## config.mk

```make
export PLATFORM = sky130hd
export DESIGN_NAME = plc_ascii_response_deframer_flat
export DESIGN_NICKNAME = d
export VERILOG_FILES = /design/src/rtl/pad_pkg.sv /design/src/rtl/pad_if.sv /design/src/rtl/pad_frame.sv /design/src/rtl/pad_contacts.sv /design/src/rtl/plc_ascii_response_deframer.sv /design/src/flat_wrapper.sv
export SDC_FILE = /design/constraint.sdc
export NUM_CORES = 1
export LEC_CHECK = 0
export ABC_AREA = 0
export BUFFER_PORTS_ARGS = -buffer_cell sky130_fd_sc_hd__buf_2
export CAP_MARGIN = 10
export CELL_PAD_IN_SITES_DETAIL_PLACEMENT = 0
export CELL_PAD_IN_SITES_GLOBAL_PLACEMENT = 1
export CORE_MARGIN = 2
export CORE_UTILIZATION = 30
export CTS_CLUSTER_DIAMETER = 100
export DETAILED_ROUTE_END_ITERATION = 10
export PLACE_DENSITY = 0.6
export SLEW_MARGIN = 20
export SYNTH_ARGS = -nofsm -noshare
export SYNTH_HDL_FRONTEND = slang
export SYNTH_SLANG_ARGS = --single-unit
```

## constraint.sdc

```tcl
create_clock -name clk -period 4.2 [get_ports clk]
set_input_delay 0.42 -clock clk [delete_from_list [all_inputs] [get_ports clk]]
set_output_delay 0.42 -clock clk [all_outputs]
set_load 0.02 [all_outputs]
```

## src/rtl/pad_pkg.sv

```systemverilog
// ----------------------------------------------------------------------------
// pad_pkg: shared types and constants of the ASCII PLC response deframer
// Character codes, result status codes, item payload types and the
// checksum hex-digit encoder.
// ----------------------------------------------------------------------------
package pad_pkg;

  // Defaults for the top-level parameters
  localparam int DEF_MAX_FRAME = 128;
  localparam int DEF_CHANNELS  = 64;

  // Header characters kept per frame
  localparam int HDR_LEN = 7;
  // Shortest frame position at CR that can carry a checksum
  localparam int MIN_CS_POS = 3;

  // Configuration port
  localparam int CFG_IDX_W  = 1;
  localparam int CFG_DATA_W = 8;
  localparam logic [CFG_IDX_W-1:0] REG_STATION_HIGH = 1'd0;
  localparam logic [CFG_IDX_W-1:0] REG_STATION_LOW  = 1'd1;
  localparam logic [7:0] STATION_HIGH_RST = 8'd48;
  localparam logic [7:0] STATION_LOW_RST  = 8'd49;

  // Characters
  localparam logic [7:0] CH_CR      = 8'd13;
  localparam logic [7:0] CH_PERCENT = 8'h25;
  localparam logic [7:0] CH_DOLLAR  = 8'h24;
  localparam logic [7:0] CH_BANG    = 8'h21;
  localparam logic [7:0] CH_R       = 8'h52;
  localparam logic [7:0] CH_C       = 8'h43;
  localparam logic [7:0] CH_D       = 8'h44;
  localparam logic [7:0] CH_W       = 8'h57;
  localparam logic [7:0] CH_ZERO    = 8'h30;
  localparam logic [7:0] CH_ONE     = 8'h31;
  localparam logic [7:0] HEX_NUM_OFS   = 8'h30;
  localparam logic [7:0] HEX_ALPHA_OFS = 8'h37;

  // Poll banks
  localparam logic [1:0] BANK_X = 2'd1;
  localparam logic [1:0] BANK_Y = 2'd2;

  // Result status codes
  localparam logic [3:0] ST_CSUM_BAD    = 4'd0;
  localparam logic [3:0] ST_BAD_ADDR    = 4'd1;
  localparam logic [3:0] ST_CONTACT     = 4'd2;
  localparam logic [3:0] ST_BAD_CONTACT = 4'd3;
  localparam logic [3:0] ST_READ_ACK    = 4'd4;
  localparam logic [3:0] ST_WRITE_ACK   = 4'd5;
  localparam logic [3:0] ST_OTHER_ACK   = 4'd6;
  localparam logic [3:0] ST_ERR_REPLY   = 4'd7;
  localparam logic [3:0] ST_BAD_FORMAT  = 4'd8;

  // One result item
  typedef struct packed {
    logic [3:0] status;
    logic       contact_on;
    logic [1:0] bank;
    logic [5:0] channel;
  } result_t;

  // Contact store write command
  typedef struct packed {
    logic       we;
    logic [1:0] bank;
    logic [5:0] channel;
    logic       value;
  } store_cmd_t;

  // Upper-case hex digit of the low nibble
  function automatic logic [7:0] hex_digit(input logic [3:0] nib);
    hex_digit = (nib > 4'd9) ? ({4'd0, nib} + HEX_ALPHA_OFS) : ({4'd0, nib} + HEX_NUM_OFS);
  endfunction

endpackage

```

## src/rtl/pad_if.sv

```systemverilog
// ----------------------------------------------------------------------------
// pad_if: item channels of the deframer
// Valid/ready channels for received characters and for frame results.
// ----------------------------------------------------------------------------
interface pad_in_if;
  logic       valid;
  logic       ready;
  logic [7:0] rx_byte;
  logic [1:0] poll_bank;
  logic [5:0] poll_channel;

  modport source (output valid, rx_byte, poll_bank, poll_channel, input ready);
  modport sink   (input valid, rx_byte, poll_bank, poll_channel, output ready);
endinterface

interface pad_out_if;
  logic       valid;
  logic       ready;
  logic [3:0] status;
  logic       contact_on;
  logic [1:0] bank;
  logic [5:0] channel;

  modport source (output valid, status, contact_on, bank, channel, input ready);
  modport sink   (input valid, status, contact_on, bank, channel, output ready);
endinterface

```

## src/rtl/pad_frame.sv

```systemverilog
// ----------------------------------------------------------------------------
// pad_frame: frame tracker and reply decoder
// Keeps header characters, position, running XOR and the last two
// characters; on CR decodes the frame into one result and a store command.
// ----------------------------------------------------------------------------
module pad_frame #(
  parameter int MAX_FRAME = pad_pkg::DEF_MAX_FRAME,
  parameter int CHANNELS  = pad_pkg::DEF_CHANNELS
) (
  input  logic                clk,
  input  logic                rst,
  input  logic                step,
  input  logic [7:0]          rx_byte,
  input  logic [1:0]          poll_bank,
  input  logic [5:0]          poll_channel,
  input  logic [7:0]          station_high,
  input  logic [7:0]          station_low,
  output logic                is_cr,
  output pad_pkg::result_t    res,
  output pad_pkg::store_cmd_t store_cmd
);
  import pad_pkg::*;

  localparam int POS_W = $clog2(MAX_FRAME);
  localparam logic [POS_W-1:0] POS_MAX = POS_W'(MAX_FRAME - 1);

  logic [POS_W-1:0] pos;
  logic [7:0]       hdr [HDR_LEN];
  logic [7:0]       xacc;
  logic [7:0]       last0;
  logic [7:0]       last1;
  logic [7:0]       hv [HDR_LEN];
  logic             cs_ok;
  logic             ch_in_range;
  logic             v;

  assign is_cr = (rx_byte == CH_CR);

  // Header as seen with the current character placed
  always_comb begin
    for (int i = 0; i < HDR_LEN; i++) begin
      hv[i] = (pos == POS_W'(i)) ? rx_byte : hdr[i];
    end
  end

  // Checksum over all but the last two characters
  assign cs_ok = (pos >= POS_W'(MIN_CS_POS)) &&
                 (hex_digit(xacc[7:4]) == last0) &&
                 (hex_digit(xacc[3:0]) == last1);

  assign ch_in_range = ({1'b0, poll_channel} < 7'(CHANNELS));
  assign v = (hv[6] == CH_ONE);

  // Reply decode
  always_comb begin
    res = '0;
    if (!cs_ok) begin
      res.status = ST_CSUM_BAD;
    end else if (hv[0] != CH_PERCENT || hv[1] != station_high || hv[2] != station_low) begin
      res.status = ST_BAD_ADDR;
    end else if (hv[3] == CH_DOLLAR) begin
      if (hv[4] == CH_R && hv[5] == CH_C) begin
        if (hv[6] == CH_ZERO || hv[6] == CH_ONE) begin
          res.status     = ST_CONTACT;
          res.contact_on = v;
          res.bank       = poll_bank;
          res.channel    = poll_channel;
        end else begin
          res.status = ST_BAD_CONTACT;
        end
      end else if (hv[4] == CH_R && hv[5] == CH_D) begin
        res.status = ST_READ_ACK;
      end else if (hv[4] == CH_W && hv[5] == CH_C) begin
        res.status = ST_WRITE_ACK;
      end else begin
        res.status = ST_OTHER_ACK;
      end
    end else if (hv[3] == CH_BANG) begin
      res.status = ST_ERR_REPLY;
    end else begin
      res.status = ST_BAD_FORMAT;
    end
  end

  // Contact store command
  always_comb begin
    store_cmd.we      = step && is_cr && (res.status == ST_CONTACT) && ch_in_range;
    store_cmd.bank    = poll_bank;
    store_cmd.channel = poll_channel;
    store_cmd.value   = v;
  end

  // Frame state; cleared after every CR
  always_ff @(posedge clk) begin
    if (rst) begin
      pos   <= '0;
      xacc  <= '0;
      last0 <= '0;
      last1 <= '0;
      for (int i = 0; i < HDR_LEN; i++) hdr[i] <= '0;
    end else if (step) begin
      if (is_cr) begin
        pos   <= '0;
        xacc  <= '0;
        last0 <= '0;
        last1 <= '0;
        for (int i = 0; i < HDR_LEN; i++) hdr[i] <= '0;
      end else begin
        for (int i = 0; i < HDR_LEN; i++) hdr[i] <= hv[i];
        xacc  <= xacc ^ last0;
        last0 <= last1;
        last1 <= rx_byte;
        if (pos < POS_MAX) pos <= pos + 1'b1;
      end
    end
  end

endmodule

```

## src/rtl/pad_contacts.sv

```systemverilog
// ----------------------------------------------------------------------------
// pad_contacts: contact state stores
// X, Y and common contact bits, one per channel, cleared at reset.
// ----------------------------------------------------------------------------
module pad_contacts #(
  parameter int CHANNELS = pad_pkg::DEF_CHANNELS
) (
  input  logic                clk,
  input  logic                rst,
  input  pad_pkg::store_cmd_t store_cmd
);
  import pad_pkg::*;

  localparam int CH_W = $clog2(CHANNELS);

  logic [CHANNELS-1:0] x_contacts;
  logic [CHANNELS-1:0] y_contacts;
  logic [CHANNELS-1:0] any_contacts;
  logic [CH_W-1:0]     idx;

  assign idx = store_cmd.channel[CH_W-1:0];

  // Store the polled contact; unknown bank writes the common store only
  always_ff @(posedge clk) begin
    if (rst) begin
      x_contacts   <= '0;
      y_contacts   <= '0;
      any_contacts <= '0;
    end else if (store_cmd.we) begin
      if (store_cmd.bank == BANK_X) x_contacts[idx] <= store_cmd.value;
      if (store_cmd.bank == BANK_Y) y_contacts[idx] <= store_cmd.value;
      any_contacts[idx] <= store_cmd.value;
    end
  end

endmodule

```

## src/rtl/plc_ascii_response_deframer.sv

```systemverilog
// ----------------------------------------------------------------------------
// plc_ascii_response_deframer: ASCII PLC response deframer
// Input register, frame tracker/decoder, contact stores, result register.
// ----------------------------------------------------------------------------
// Takes one received character per cycle unless a CR stalls. Each character
// is held in the input register, where the frame tracker folds it into the
// header, XOR and position state; a consumed CR produces one result that is
// registered in the result register. Throughput is one character per cycle
// while no CR stalls, set by the update of the frame state; the input stalls
// only when a CR meets a full result register that is not being taken.
// Contact stores clear at reset.
module plc_ascii_response_deframer #(
  parameter int MAX_FRAME = pad_pkg::DEF_MAX_FRAME,
  parameter int CHANNELS  = pad_pkg::DEF_CHANNELS
) (
  input  logic                            clk,
  input  logic                            rst,
  input  logic                            cfg_wen,
  input  logic [pad_pkg::CFG_IDX_W-1:0]   cfg_index,
  input  logic [pad_pkg::CFG_DATA_W-1:0]  cfg_data,
  pad_in_if.sink                          in_ch,
  pad_out_if.source                       out_ch
);
  import pad_pkg::*;

  logic [7:0] station_high;
  logic [7:0] station_low;

  logic       in_vld;
  logic [7:0] in_byte;
  logic [1:0] in_bank;
  logic [5:0] in_channel;

  logic       out_vld;
  result_t    out_res;

  logic       is_cr;
  logic       out_free;
  logic       consume;
  logic       load;
  result_t    res;
  store_cmd_t store_cmd;

  // Configuration registers
  always_ff @(posedge clk) begin
    if (rst) begin
      station_high <= STATION_HIGH_RST;
      station_low  <= STATION_LOW_RST;
    end else if (cfg_wen) begin
      if (cfg_index == REG_STATION_HIGH) station_high <= cfg_data;
      if (cfg_index == REG_STATION_LOW)  station_low  <= cfg_data;
    end
  end

  // Handshake
  assign out_free     = !out_vld || out_ch.ready;
  assign consume      = in_vld && (!is_cr || out_free);
  assign load         = consume && is_cr;
  assign in_ch.ready  = !in_vld || consume;

  // Input register
  always_ff @(posedge clk) begin
    if (rst) begin
      in_vld <= 1'b0;
    end else if (in_ch.ready) begin
      in_vld <= in_ch.valid;
    end
  end

  always_ff @(posedge clk) begin
    if (in_ch.ready && in_ch.valid) begin
      in_byte    <= in_ch.rx_byte;
      in_bank    <= in_ch.poll_bank;
      in_channel <= in_ch.poll_channel;
    end
  end

  pad_frame #(
    .MAX_FRAME (MAX_FRAME),
    .CHANNELS  (CHANNELS)
  ) u_frame (
    .clk          (clk),
    .rst          (rst),
    .step         (consume),
    .rx_byte      (in_byte),
    .poll_bank    (in_bank),
    .poll_channel (in_channel),
    .station_high (station_high),
    .station_low  (station_low),
    .is_cr        (is_cr),
    .res          (res),
    .store_cmd    (store_cmd)
  );

  pad_contacts #(
    .CHANNELS (CHANNELS)
  ) u_contacts (
    .clk       (clk),
    .rst       (rst),
    .store_cmd (store_cmd)
  );

  // Result register
  always_ff @(posedge clk) begin
    if (rst) begin
      out_vld <= 1'b0;
    end else if (load) begin
      out_vld <= 1'b1;
    end else if (out_ch.ready) begin
      out_vld <= 1'b0;
    end
  end

  always_ff @(posedge clk) begin
    if (load) out_res <= res;
  end

  assign out_ch.valid      = out_vld;
  assign out_ch.status     = out_res.status;
  assign out_ch.contact_on = out_res.contact_on;
  assign out_ch.bank       = out_res.bank;
  assign out_ch.channel    = out_res.channel;

  // Checks
  a_rose_after_cr: assert property (@(posedge clk) disable iff (rst)
    $rose(out_vld) |-> $past(load))
    else $error("result appeared without a consumed CR");

  a_store_only_contact: assert property (@(posedge clk) disable iff (rst)
    store_cmd.we |-> (in_vld && is_cr && res.status == ST_CONTACT))
    else $error("contact store written outside a contact reply");

  a_echo_zero: assert property (@(posedge clk) disable iff (rst)
    (out_vld && out_res.status != ST_CONTACT) |->
      (out_res.bank == 2'd0 && out_res.channel == 6'd0 && !out_res.contact_on))
    else $error("non-contact result carries contact fields");

endmodule

```

## src/flat_wrapper.sv

```systemverilog
// flat-port wrapper written by rule: the top's interface ports become plain ports
module plc_ascii_response_deframer_flat import pad_pkg::*;
#(
  parameter int MAX_FRAME = pad_pkg::DEF_MAX_FRAME,
  parameter int CHANNELS  = pad_pkg::DEF_CHANNELS
)
  (clk, rst, cfg_wen, cfg_index, cfg_data, in_ch_valid, in_ch_rx_byte, in_ch_poll_bank, in_ch_poll_channel, in_ch_ready, out_ch_valid, out_ch_status, out_ch_contact_on, out_ch_bank, out_ch_channel, out_ch_ready);
  pad_in_if in_ch_i ();
  pad_out_if out_ch_i ();
  input  logic clk;
  input  logic rst;
  input  logic cfg_wen;
  input  logic [pad_pkg::CFG_IDX_W-1:0] cfg_index;
  input  logic [pad_pkg::CFG_DATA_W-1:0] cfg_data;
  input wire logic [$bits(in_ch_i.valid)-1:0] in_ch_valid;
  input wire logic [$bits(in_ch_i.rx_byte)-1:0] in_ch_rx_byte;
  input wire logic [$bits(in_ch_i.poll_bank)-1:0] in_ch_poll_bank;
  input wire logic [$bits(in_ch_i.poll_channel)-1:0] in_ch_poll_channel;
  output wire logic [$bits(in_ch_i.ready)-1:0] in_ch_ready;
  output wire logic [$bits(out_ch_i.valid)-1:0] out_ch_valid;
  output wire logic [$bits(out_ch_i.status)-1:0] out_ch_status;
  output wire logic [$bits(out_ch_i.contact_on)-1:0] out_ch_contact_on;
  output wire logic [$bits(out_ch_i.bank)-1:0] out_ch_bank;
  output wire logic [$bits(out_ch_i.channel)-1:0] out_ch_channel;
  input wire logic [$bits(out_ch_i.ready)-1:0] out_ch_ready;
  assign in_ch_i.valid = in_ch_valid;
  assign in_ch_i.rx_byte = in_ch_rx_byte;
  assign in_ch_i.poll_bank = in_ch_poll_bank;
  assign in_ch_i.poll_channel = in_ch_poll_channel;
  assign in_ch_ready = in_ch_i.ready;
  assign out_ch_valid = out_ch_i.valid;
  assign out_ch_status = out_ch_i.status;
  assign out_ch_contact_on = out_ch_i.contact_on;
  assign out_ch_bank = out_ch_i.bank;
  assign out_ch_channel = out_ch_i.channel;
  assign out_ch_i.ready = out_ch_ready;
  plc_ascii_response_deframer #(.MAX_FRAME(MAX_FRAME), .CHANNELS(CHANNELS)) u_core (.clk(clk), .rst(rst), .cfg_wen(cfg_wen), .cfg_index(cfg_index), .cfg_data(cfg_data), .in_ch(in_ch_i), .out_ch(out_ch_i));
endmodule
```

==> results of run 1 <==
==> metrics by stage <==
stage,power [W],setup WS [ps]
global placement,0.00175,1060
detailed placement,0.00176,878
CTS,0.00314,860
finish,0.00311,895
floorplan,0.00166,1240
global route,0.00323,691
==> synthesized netlist by cell type (all sizes together) (8+ instances only) <==
master  count  area (sq um)
edfxtp     77          2310
a21oi      59           295
nor4       10          62.6
ha          8           100
nand4       8          50.1
nor2b       8          50.1
nand3      19           100
inv        32           120
clkbuf     31           116
mux2i      33           330
dfxtp      57          1140
nand2b      8          50.1
a22o        9          78.8
xnor2      15           131
nand2     109           409
xor2       17           149
nor3       10          50.1
nor2       77           292
o21ai      13          65.1
==> worst paths after layout <==
path                           start                 endpoint  slack [ps]  depth (start not counted)
max           u_core.u_frame.xacc[4]    u_core.out_ch.bank[0]         900                          9
min            in_ch_poll_channel[1]     u_core.in_channel[1]         180                          1
min reg2reg  u_core.u_frame.last1[4]  u_core.u_frame.last1[4]         470                          2
max reg2reg   u_core.u_frame.xacc[4]    u_core.out_ch.bank[0]         900                          9
==> worst max-delay path, stage by stage (launching register included) <==
cell and delay [ps]:
dfxtp_1 520, inv_1 140, ha_1 260, or3b_1 370, a211oi_2 230, a311o_1 150, nand4_1 90, or4_1 580
or3_4 430, nor4_1 350
==> final cells by class <==
cell class	instances	area (sq um)
multi-input cells	480	2850
clock inverters	10	78.8
well taps	280	350
fillers	2218	14000
inverters	32	120
clock buffers	22	464
flip-flops and latches	134	3450
repair buffers	61	360
==> power groups by stage <==
stage | logic (W) | clock network, W | registers (W)
after floorplan | 0.000155 | 0 | 0.00150
after detailed placement | 0.000235 | 0 | 0.00152
after global placement | 0.000233 | 0 | 0.00152
final | 0.000234 | 0.00139 | 0.00149
after CTS | 0.000236 | 0.00141 | 0.00149
after global routing | 0.000261 | 0.00147 | 0.00150
==> registers in the layout, indices dropped and copies added (netlist names), 7 cells and up <==
register / count
u_core.u_frame.hdr: 56
u_core.in_byte: 8
u_core.station_high: 8
u_core.station_low: 8
u_core.u_frame.last0: 8
u_core.u_frame.last1: 8
u_core.u_frame.xacc: 8
u_core.u_frame.pos: 7
==> kinds of logic after synthesis <==
kind of cell	count (synthesis)	share of synthesized area, %
AO/OA/AOI/OAI	122	12.0
XOR/XNOR	32	4.27
adder cells (fa/ha/maj)	8	1.52
buffers and inverters	70	4.17
flip-flops	134	52.6
multiplexers	34	5.20
AND/OR/NAND/NOR	284	20.2
==> metal layers <==
layer  track usage [%]  share of wire [%]  vias up
met5                 0                  0        -
met4              5.21                1.9        0
met3              3.85                4.0       25
met2              24.3                 46      104
met1              21.3                 48     2493
li1                  -                  -     2502
==> results by group, run 1 <==
STA
  – Final Hold Viols: 0
  – Slew headroom: 43.1%
  – Clk_skew: 7.93 ps
  – Slew Limit Fails: 0
  – Max Freq: 0.303 GHz
  – RSZ-0062 raised after global routing: no
  – Least-Margin Pin Slew: 842 ps
  – Final critical-path share of the clock period: 78.7%
  – Setup Total Neg Slack: 0 ps
  – Final setup vio count: 0
  – Final min period: 3300 ps
  – Final hold slack: 179 ps

Setup path
  – Data required, critical path: 4410 ps
  – Worst Path Max Fanout: 12
  – Crit path DAT: 3520 ps
  – Crit Path Class: flop to flop
  – Crit end category: flop
  – CP Launch Type: flop

Global routing
  – First-pass GRT wire length: approximately 28,000 microns
  – Largest net degree at the start of global routing: 39
  – Total track usage: between 10% and 20%
  – Initial antenna violation count: 0
  – GRT Residual Overflow: 0
  – Vias in the first global route: 5,160

Clocking
  – Htree depth: 4
  – CTS Sinks: 134
  – Root buffer cell: clkbuf_16
  – Longest Clk Path Bufs: 2
  – TritonCTS clock tree: built
  – Inserted Clock Buffers: 17
  – Cts hold-fix bufs: 0
  – # Post-CTS Setup Buffers: 0
  – Skew-Pair Late Insertion Delay: 420 ps
  – # resized after CTS: 0
  – Clock transition at the registers of the reported paths: roughly 60 ps

Status
  – Status: complete, no violations

Final layout
  – N_diodes: 0
  – # nets final: between 700 and 800
  – Layout cells sized above 1: a little over an eighth
  – Synthesis-to-finish area growth: 16.8%
  – Most common cell after layout, fill and taps aside: nand2_1
  – Most frequent cells in the layout: 109 x nand2_1, 77 x edfxtp_1, 76 x nor2_1
  – Final non-filler cell total: 1,019
  – Fin util: 35.4%
  – Final Cell Area: approximately 7700 sq um

Synth
  – Syn_nets: 722
  – Number of flops mapped to enable cells by yosys: 77
  – Avg Cell Area, Syn: 9.60 sq um
  – Main synth FF type: edfxtp_1
  – Yosys Warn Count: 0
  – Seq/Total Area, Yosys: 52.6%
  – Yosys reg bits: 134
  – Post-synthesis async set-or-reset flop share: 0%
  – Cells after Synth: 684
  – Mapped Area: around 6600 sq um
  – Number of library cell types mapped by synthesis: 63

Place
  – Number of buffers added on ports: 44
  – Placed insts: approximately 990
  – RePlAce Congestion: 0.849
  – HPWL after DPL: approximately 13,000 microns
  – Post-DP Area: 7130 sq um

Job
  – Max-cap violations: 0

Power and ir drop
  – Worst VDD drop: 0.219 mV
  – Leak: 2.93 nW
  – Pwr dens: between 400 and 500 nW/um^2
  – Gate power share: 7.5%
  – Internal power: 0.00237 W
  – Net Switching: ~0.00074 W
  – Switching Share: a little under a quarter
  – Sequential share of power: 48.0%
  – Clock share of power: 44.5%

Hold path
  – Min-Delay Path Class: primary input to flop

Routing
  – DRC violation count after routing: 0
  – Routed Antenna Nets: 0
  – Wirelength per Cell: between 15 and 20 microns
  – DR vias/cell: 5.03
  – Total number of vias: 5,124
  – Initial drt markers: 304
  – Routed wire length: 17,700 microns
  – Pre-antenna DRT Iters: 4

Floorplan
  – Core Box Area: 21,700 sq um
  – I/O pins: 45
  – Die Y: about 150 microns
  – Die Width: 152 microns
  – Standard-cell rows: 54
  – Die area: 23,100 sq um
  – Initial core utilization: just over 30%
No activity file was read; power rests on OpenSTA's default activity.
==> run 2, diff against run 1 <==
PLACE_DENSITY = 0.62   (was 0.6)
clock period = 2.85 ns   (was 4.2 ns; I/O delays follow)
==> run 2 against run 1 <==
Effect of this change:
- the run now ends with setup timing left
- first-iteration DRC count grew 19%
- setup slack lost 910 ps
- non-clock buffer count grew 39
- power grew 49%
- via count grew 2.0%
- sequential power grew 48%
- critical path type unchanged
- largest cell class unchanged
- largest power group unchanged
- highest routed layer unchanged
==> results by group, run 2 (synthesized netlist as in run 1, its figures left out) <==
Status
  – Status: complete, but fails checks
  – Failing checks: setup timing

STA
  – Slew Limit Fails: 0
  – Slew headroom: 57.1%
  – Final Hold Viols: 0
  – Setup Total Neg Slack: -26.1 ps
  – Least-Margin Pin Slew: between 600 and 700 ps
  – Max Freq: between 0.3 and 0.4 GHz
  – Fin worst setup slack: -16.5 ps
  – Final min period: 2870 ps
  – RSZ-0062 raised after global routing: yes
  – Final setup vio count: 2
  – Clk_skew: 13.4 ps
  – Final critical-path share of the clock period: 101%

Setup path
  – Slowest CP cell: or4_4
  – Worst Path Max Fanout: 5
  – Cells along the critical path: inv_2 > ha_4 > or3b_1 > a211oi_2 > a311o_1 > nand4_1 > or4_4 > or3_4 > buf_6 > nor4_4
  – Crit path DAT: 3110 ps
  – CP Launch Type: flop
  – Crit end category: flop
  – Crit Path Class: flop to flop
  – CP peak stage delay: 580 ps
  – Data required, critical path: 3100 ps

Final layout
  – Most frequent cells in the layout: 109 x nand2_1, 77 x edfxtp_1, 76 x nor2_1
  – # fillers: 2,129
  – Most common cell after layout, fill and taps aside: nand2_1
  – Final non-filler cell total: between 1,000 and 1,500
  – Top reg by flops: u_core.u_frame.hdr
  – N_diodes: 0
  – Synthesis-to-finish area growth: 23.4%
  – Multi-input logic area: 2980 sq um
  – Seq. cell area: 3460 sq um
  – Max FFs per register: 56
  – # nets final: around 800
  – Layout cells sized above 1: 20.0%

Place
  – Pre-CTS WS: -150 ps
  – HPWL after DPL: 12,500 microns
  – Placed insts: 1,021
  – Number of buffers added on ports: 44
  – RePlAce Congestion: around 0.86

Floorplan
  – I/O pins: 45
  – Die Y: around 150 microns
  – Initial core utilization: 30.3%
  – Standard-cell rows: 54
  – Die area: 23,100 sq um
  – Core Box Area: 21,700 sq um
  – Die Width: 152 microns

Clocking
  – TritonCTS clock tree: built
  – Root buffer cell: clkbuf_16
  – Skew-Pair Late Insertion Delay: 420 ps
  – CTS Sinks: 134
  – Inserted Clock Buffers: 17
  – Clock transition at the registers of the reported paths: ~60 ps
  – Htree depth: 4
  – Longest Clk Path Bufs: 2
  – Cts hold-fix bufs: 0

Routing
  – Wirelength per Cell: 16.8 microns
  – Pre-antenna DRT Iters: 5
  – Routed wire length: roughly 18,000 microns
  – Routed Antenna Nets: 0
  – DRC violation count after routing: 0
  – Initial drt markers: 363
  – DR vias/cell: 4.94
  – Total number of vias: 5,229

Global routing
  – Largest net degree at the start of global routing: 34
  – GRT Residual Overflow: 0
  – Initial antenna violation count: 0
  – Vias in the first global route: 5,239
  – First-pass GRT wire length: 27,900 microns
  – Total track usage: 15.3%

Power and ir drop
  – Net Switching: ~0.0011 W
  – Leak: 3.16 nW
  – Clock share of power: between 40% and 50%
  – Gate power share: 7.9%
  – Switching Share: roughly a quarter
  – Worst VDD drop: 0.415 mV
  – Internal power: 0.00354 W
  – Pwr dens: 571 nW/um^2
  – Sequential share of power: between 40 and 50%

Job
  – Max-cap violations: 0

Hold path
  – Min-Delay Path Class: primary input to flop
## run 2: final timing paths
| check | start | slack [ps] | cells past startpoint | endpoint |
|---|---|---|---|---|
| worst min-delay path | in_ch_rx_byte[6] | 30 | 1 | u_core.in_byte[6] |
| worst max-delay path | u_core.u_frame.xacc[4] | -20 | 10 | u_core.out_ch.bank[0] |
| worst min register to register | u_core.u_frame.last1[4] | 460 | 2 | u_core.u_frame.last1[4] |
| worst max register to register | u_core.u_frame.xacc[4] | -20 | 10 | u_core.out_ch.bank[0] |
## run 2: layout make-up
type,count,share of cell area [%]
tap,280,4.32
clock buffer,20,5.39
sequential,134,42.6
multi-input combinational,481,36.8
clock inverter,12,1.37
inverter,32,1.48
timing repair buffer,100,8.00
## run 2: per-stage QoR
step	instance area [sq um]	util, %	hold WS (ps)	total power (W)
2_1_floorplan	6580	-	384	0.00244
3_3_place_gp	7370	34.0	452	0.00260
3_5_place_dp	7370	34.0	460	0.00260
4_1_cts	7930	36.6	19.2	0.00468
5_1_grt	8110	37.4	21.3	0.00481
6_report	8110	37.4	33.8	0.00463
## run 2: power by group through the flow
stage	registers, W	logic (W)	clock network (W)
floorplan	0.00221	0.000229	0
global route	0.00222	0.000402	0.00219
detailed placement	0.00224	0.000357	0
finish	0.00221	0.000364	0.00206
CTS	0.00220	0.000359	0.00211
global placement	0.00224	0.000355	0
## run 2: layer usage
layer	GRT usage, %	wire, microns
met1	19.8	8260
met2	25.3	8580
met3	3.91	734
met4	4.63	262
met5	0	0
## run 2: timing repair
item	in CTS	in global routing
endpoints found under the hold margin	0	0
cloned	0	1
resized for setup	3	26
setup endpoints to repair	11	13
pin swaps	0	12
buffers inserted	0	5
## run 2: critical path: cells and delay by family, from the launching register on
kind / cells / cell delay (ps)
flip-flops: 1 / 350
adder cells (fa/ha/maj): 1 / 160
AO/OA/AOI/OAI: 2 / 330
AND/OR/NAND/NOR: 5 / 1650
buffers and inverters: 2 / 200
==> run 3, diff against run 2 <==
HOLD_SLACK_MARGIN = 0.06   (was not set)
==> run 3 against run 2 <==
Effect of this change:
- the flow still finishes with violations (setup timing)
- clock power barely moved
- sequential share of layout area down 0.78 points
- non-clock buffer count is 15 higher
- first-iteration DRC count shrank 0.55%
- wire length is 0.77% higher
- core utilization grew 0.69 points
- fmax rose by 0.13%
- die area is the same
- setup slack gained 3.7 ps
- final cell count is 1.4% higher
- count of clock-buffer cells in the layout stayed put
- register-to-register slack is essentially flat
- critical endpoint unchanged
==> results by group, run 3 (synthesized netlist as in run 1, its figures left out) <==
Final layout
  – Seq. cell area: between 3000 and 4000 sq um
  – # nets final: 819
  – Layout cells sized above 1: 19.6%
  – Most frequent cells in the layout: 109 x nand2_1, 77 x edfxtp_1, 76 x nor2_1
  – Final non-filler cell total: ~1,100
  – Fin util: 38.1%
  – Max FFs per register: 56
  – Most common cell after layout, fill and taps aside: nand2_1
  – N_diodes: 0
  – Top reg by flops: u_core.u_frame.hdr
  – Synthesis-to-finish area growth: 25.7%
  – Multi-input logic area: 2980 sq um
  – # fillers: 2,119

Setup path
  – Setup crit end: u_core.out_ch.bank[0]
  – Cells along the critical path: inv_2 > ha_4 > or3b_1 > a211oi_2 > a311o_1 > nand4_1 > or4_4 > or3_4 > buf_6 > nor4_4
  – Critical path's top delay family: simple AND/OR/NAND/NOR gates
  – Slowest CP cell: or4_4
  – CP peak stage delay: 580 ps
  – FF-to-FF setup slack: -10 ps
  – Data required, critical path: 3100 ps
  – Crit end category: flop
  – Worst reg2reg path depth: 10
  – Reg2reg end: u_core.out_ch.bank[0]
  – Worst Path Max Fanout: 5
  – CP Launch Type: flop
  – Crit Path Class: flop to flop
  – WP buf/inv: 2
  – R2R Path Start: u_core.u_frame.xacc[4]
  – Crit path DAT: 3110 ps
  – CP Launch Point: u_core.u_frame.xacc[4]
  – Cell count along the critical path: 10

Routing
  – Routed wire length: 18,000 microns
  – DR vias/cell: 4.97
  – Routed Antenna Nets: 0
  – Total number of vias: 5,334
  – DRC violation count after routing: 0
  – Initial drt markers: approximately 360
  – Wirelength per Cell: 16.7 microns
  – Pre-antenna DRT Iters: 5

Floorplan
  – Die Y: 152 microns
  – Initial core utilization: 30.3%
  – Die Width: 152 microns
  – I/O pins: 45
  – Die area: about 23,000 sq um
  – Core Box Area: 21,700 sq um
  – Standard-cell rows: 54

Power and ir drop
  – Internal power: 0.00356 W
  – Sequential share of power: 47.5%
  – Clock share of power: roughly 44%
  – Pwr dens: 563 nW/um^2
  – Pwr Total: 0.00465 W
  – Worst VDD drop: about 0.41 mV
  – Leak: 3.22 nW
  – Net Switching: 0.00109 W
  – Switching Share: 23.5%
  – Gate power share: about 8.2%

STA
  – Clk_skew: about 11 ps
  – Least-Margin Pin Slew: 635 ps
  – Setup Total Neg Slack: -19.5 ps
  – Final min period: 2860 ps
  – Final Hold Viols: 0
  – Fin worst setup slack: -12.8 ps
  – Slew headroom: between 50% and 60%
  – Final critical-path share of the clock period: 100%
  – Final setup vio count: 2
  – Final hold slack: 93.6 ps
  – Slew Limit Fails: 0
  – Max Freq: 0.349 GHz
  – RSZ-0062 raised after global routing: yes

Global routing
  – First-pass GRT wire length: 28,200 microns
  – GRT Residual Overflow: 0
  – Largest net degree at the start of global routing: 34
  – Initial antenna violation count: 0
  – Vias in the first global route: 5,329
  – Total track usage: 15.4%

Status
  – Status: complete, but fails checks
  – Failing checks: setup timing

Place
  – RePlAce Congestion: 0.858
  – Number of buffers added on ports: between 40 and 50
  – Placed insts: 1,021
  – HPWL after DPL: 12,500 microns

Hold path
  – Hold Path Depth: 1
  – Min-Delay Path Class: primary input to flop

Clocking
  – Clock transition at the registers of the reported paths: 60 ps
  – Root buffer cell: clkbuf_16
  – Htree depth: 4
  – Longest Clk Path Bufs: 2
  – Skew-Pair Late Insertion Delay: 420 ps
  – CTS Sinks: ~130
  – TritonCTS clock tree: built
  – Inserted Clock Buffers: 17

Job
  – Max-cap violations: 0
[run 3: per-layer routing]
layer | wire, microns | share of wire (%) | up-vias | track usage, %
li1 | - | - | 2606 | -
met5 | 0 | 0 | - | 0
met2 | 8690 | 48 | 122 | 25.6
met4 | 275 | 1.5 | 0 | 4.72
met3 | 659 | 3.7 | 23 | 3.96
met1 | 8350 | 46 | 2583 | 19.8
[run 3: power groups by stage]
stage          clock (W)  combinational (W)  sequential [W]
6_report         0.00206           0.000380         0.00221
4_1_cts          0.00211           0.000375         0.00220
5_1_grt          0.00219           0.000420         0.00222
2_1_floorplan          0           0.000229         0.00221
3_5_place_dp           0           0.000357         0.00224
3_3_place_gp           0           0.000355         0.00224
[run 3: how the worst min path moves through the flow]
stage / endpoint / start
4_1_cts: u_core.in_byte[2] / in_ch_rx_byte[2]
3_5_place_dp: u_core.u_frame.last1[4] / u_core.u_frame.last1[4]
3_3_place_gp: u_core.u_frame.last1[4] / u_core.u_frame.last1[4]
5_1_grt: u_core.in_byte[2] / in_ch_rx_byte[2]
6_report: u_core.in_byte[2] / in_ch_rx_byte[2]
2_1_floorplan: u_core.in_bank[0] / in_ch_poll_bank[0]
[run 3: stage by stage]
stage / instance area, sq um / setup WS, ps
after global placement: 7370 / -75.6
after detailed placement: 7370 / -150
final: 8260 / -12.8
after floorplan: 6580 / 57.9
after CTS: 8080 / -28.3
after global routing: 8260 / -106
[run 3: cell type report]
type	count	area share, %
Clock buffer	20	5.29
Inverter	32	1.45
Tap cell	280	4.24
Timing Repair Buffer	115	9.67
Multi-Input combinational cell	481	36.1
Sequential cell	134	41.9
Clock inverter	12	1.35
[run 3: repair_timing]
item	4_1_cts	5_1_grt
buffers inserted	0	5
hold endpoints to repair	15	0
hold buffers	15	0
pin swaps	0	12
resized for setup	3	26
setup endpoints to repair	11	13
gates cloned	0	1
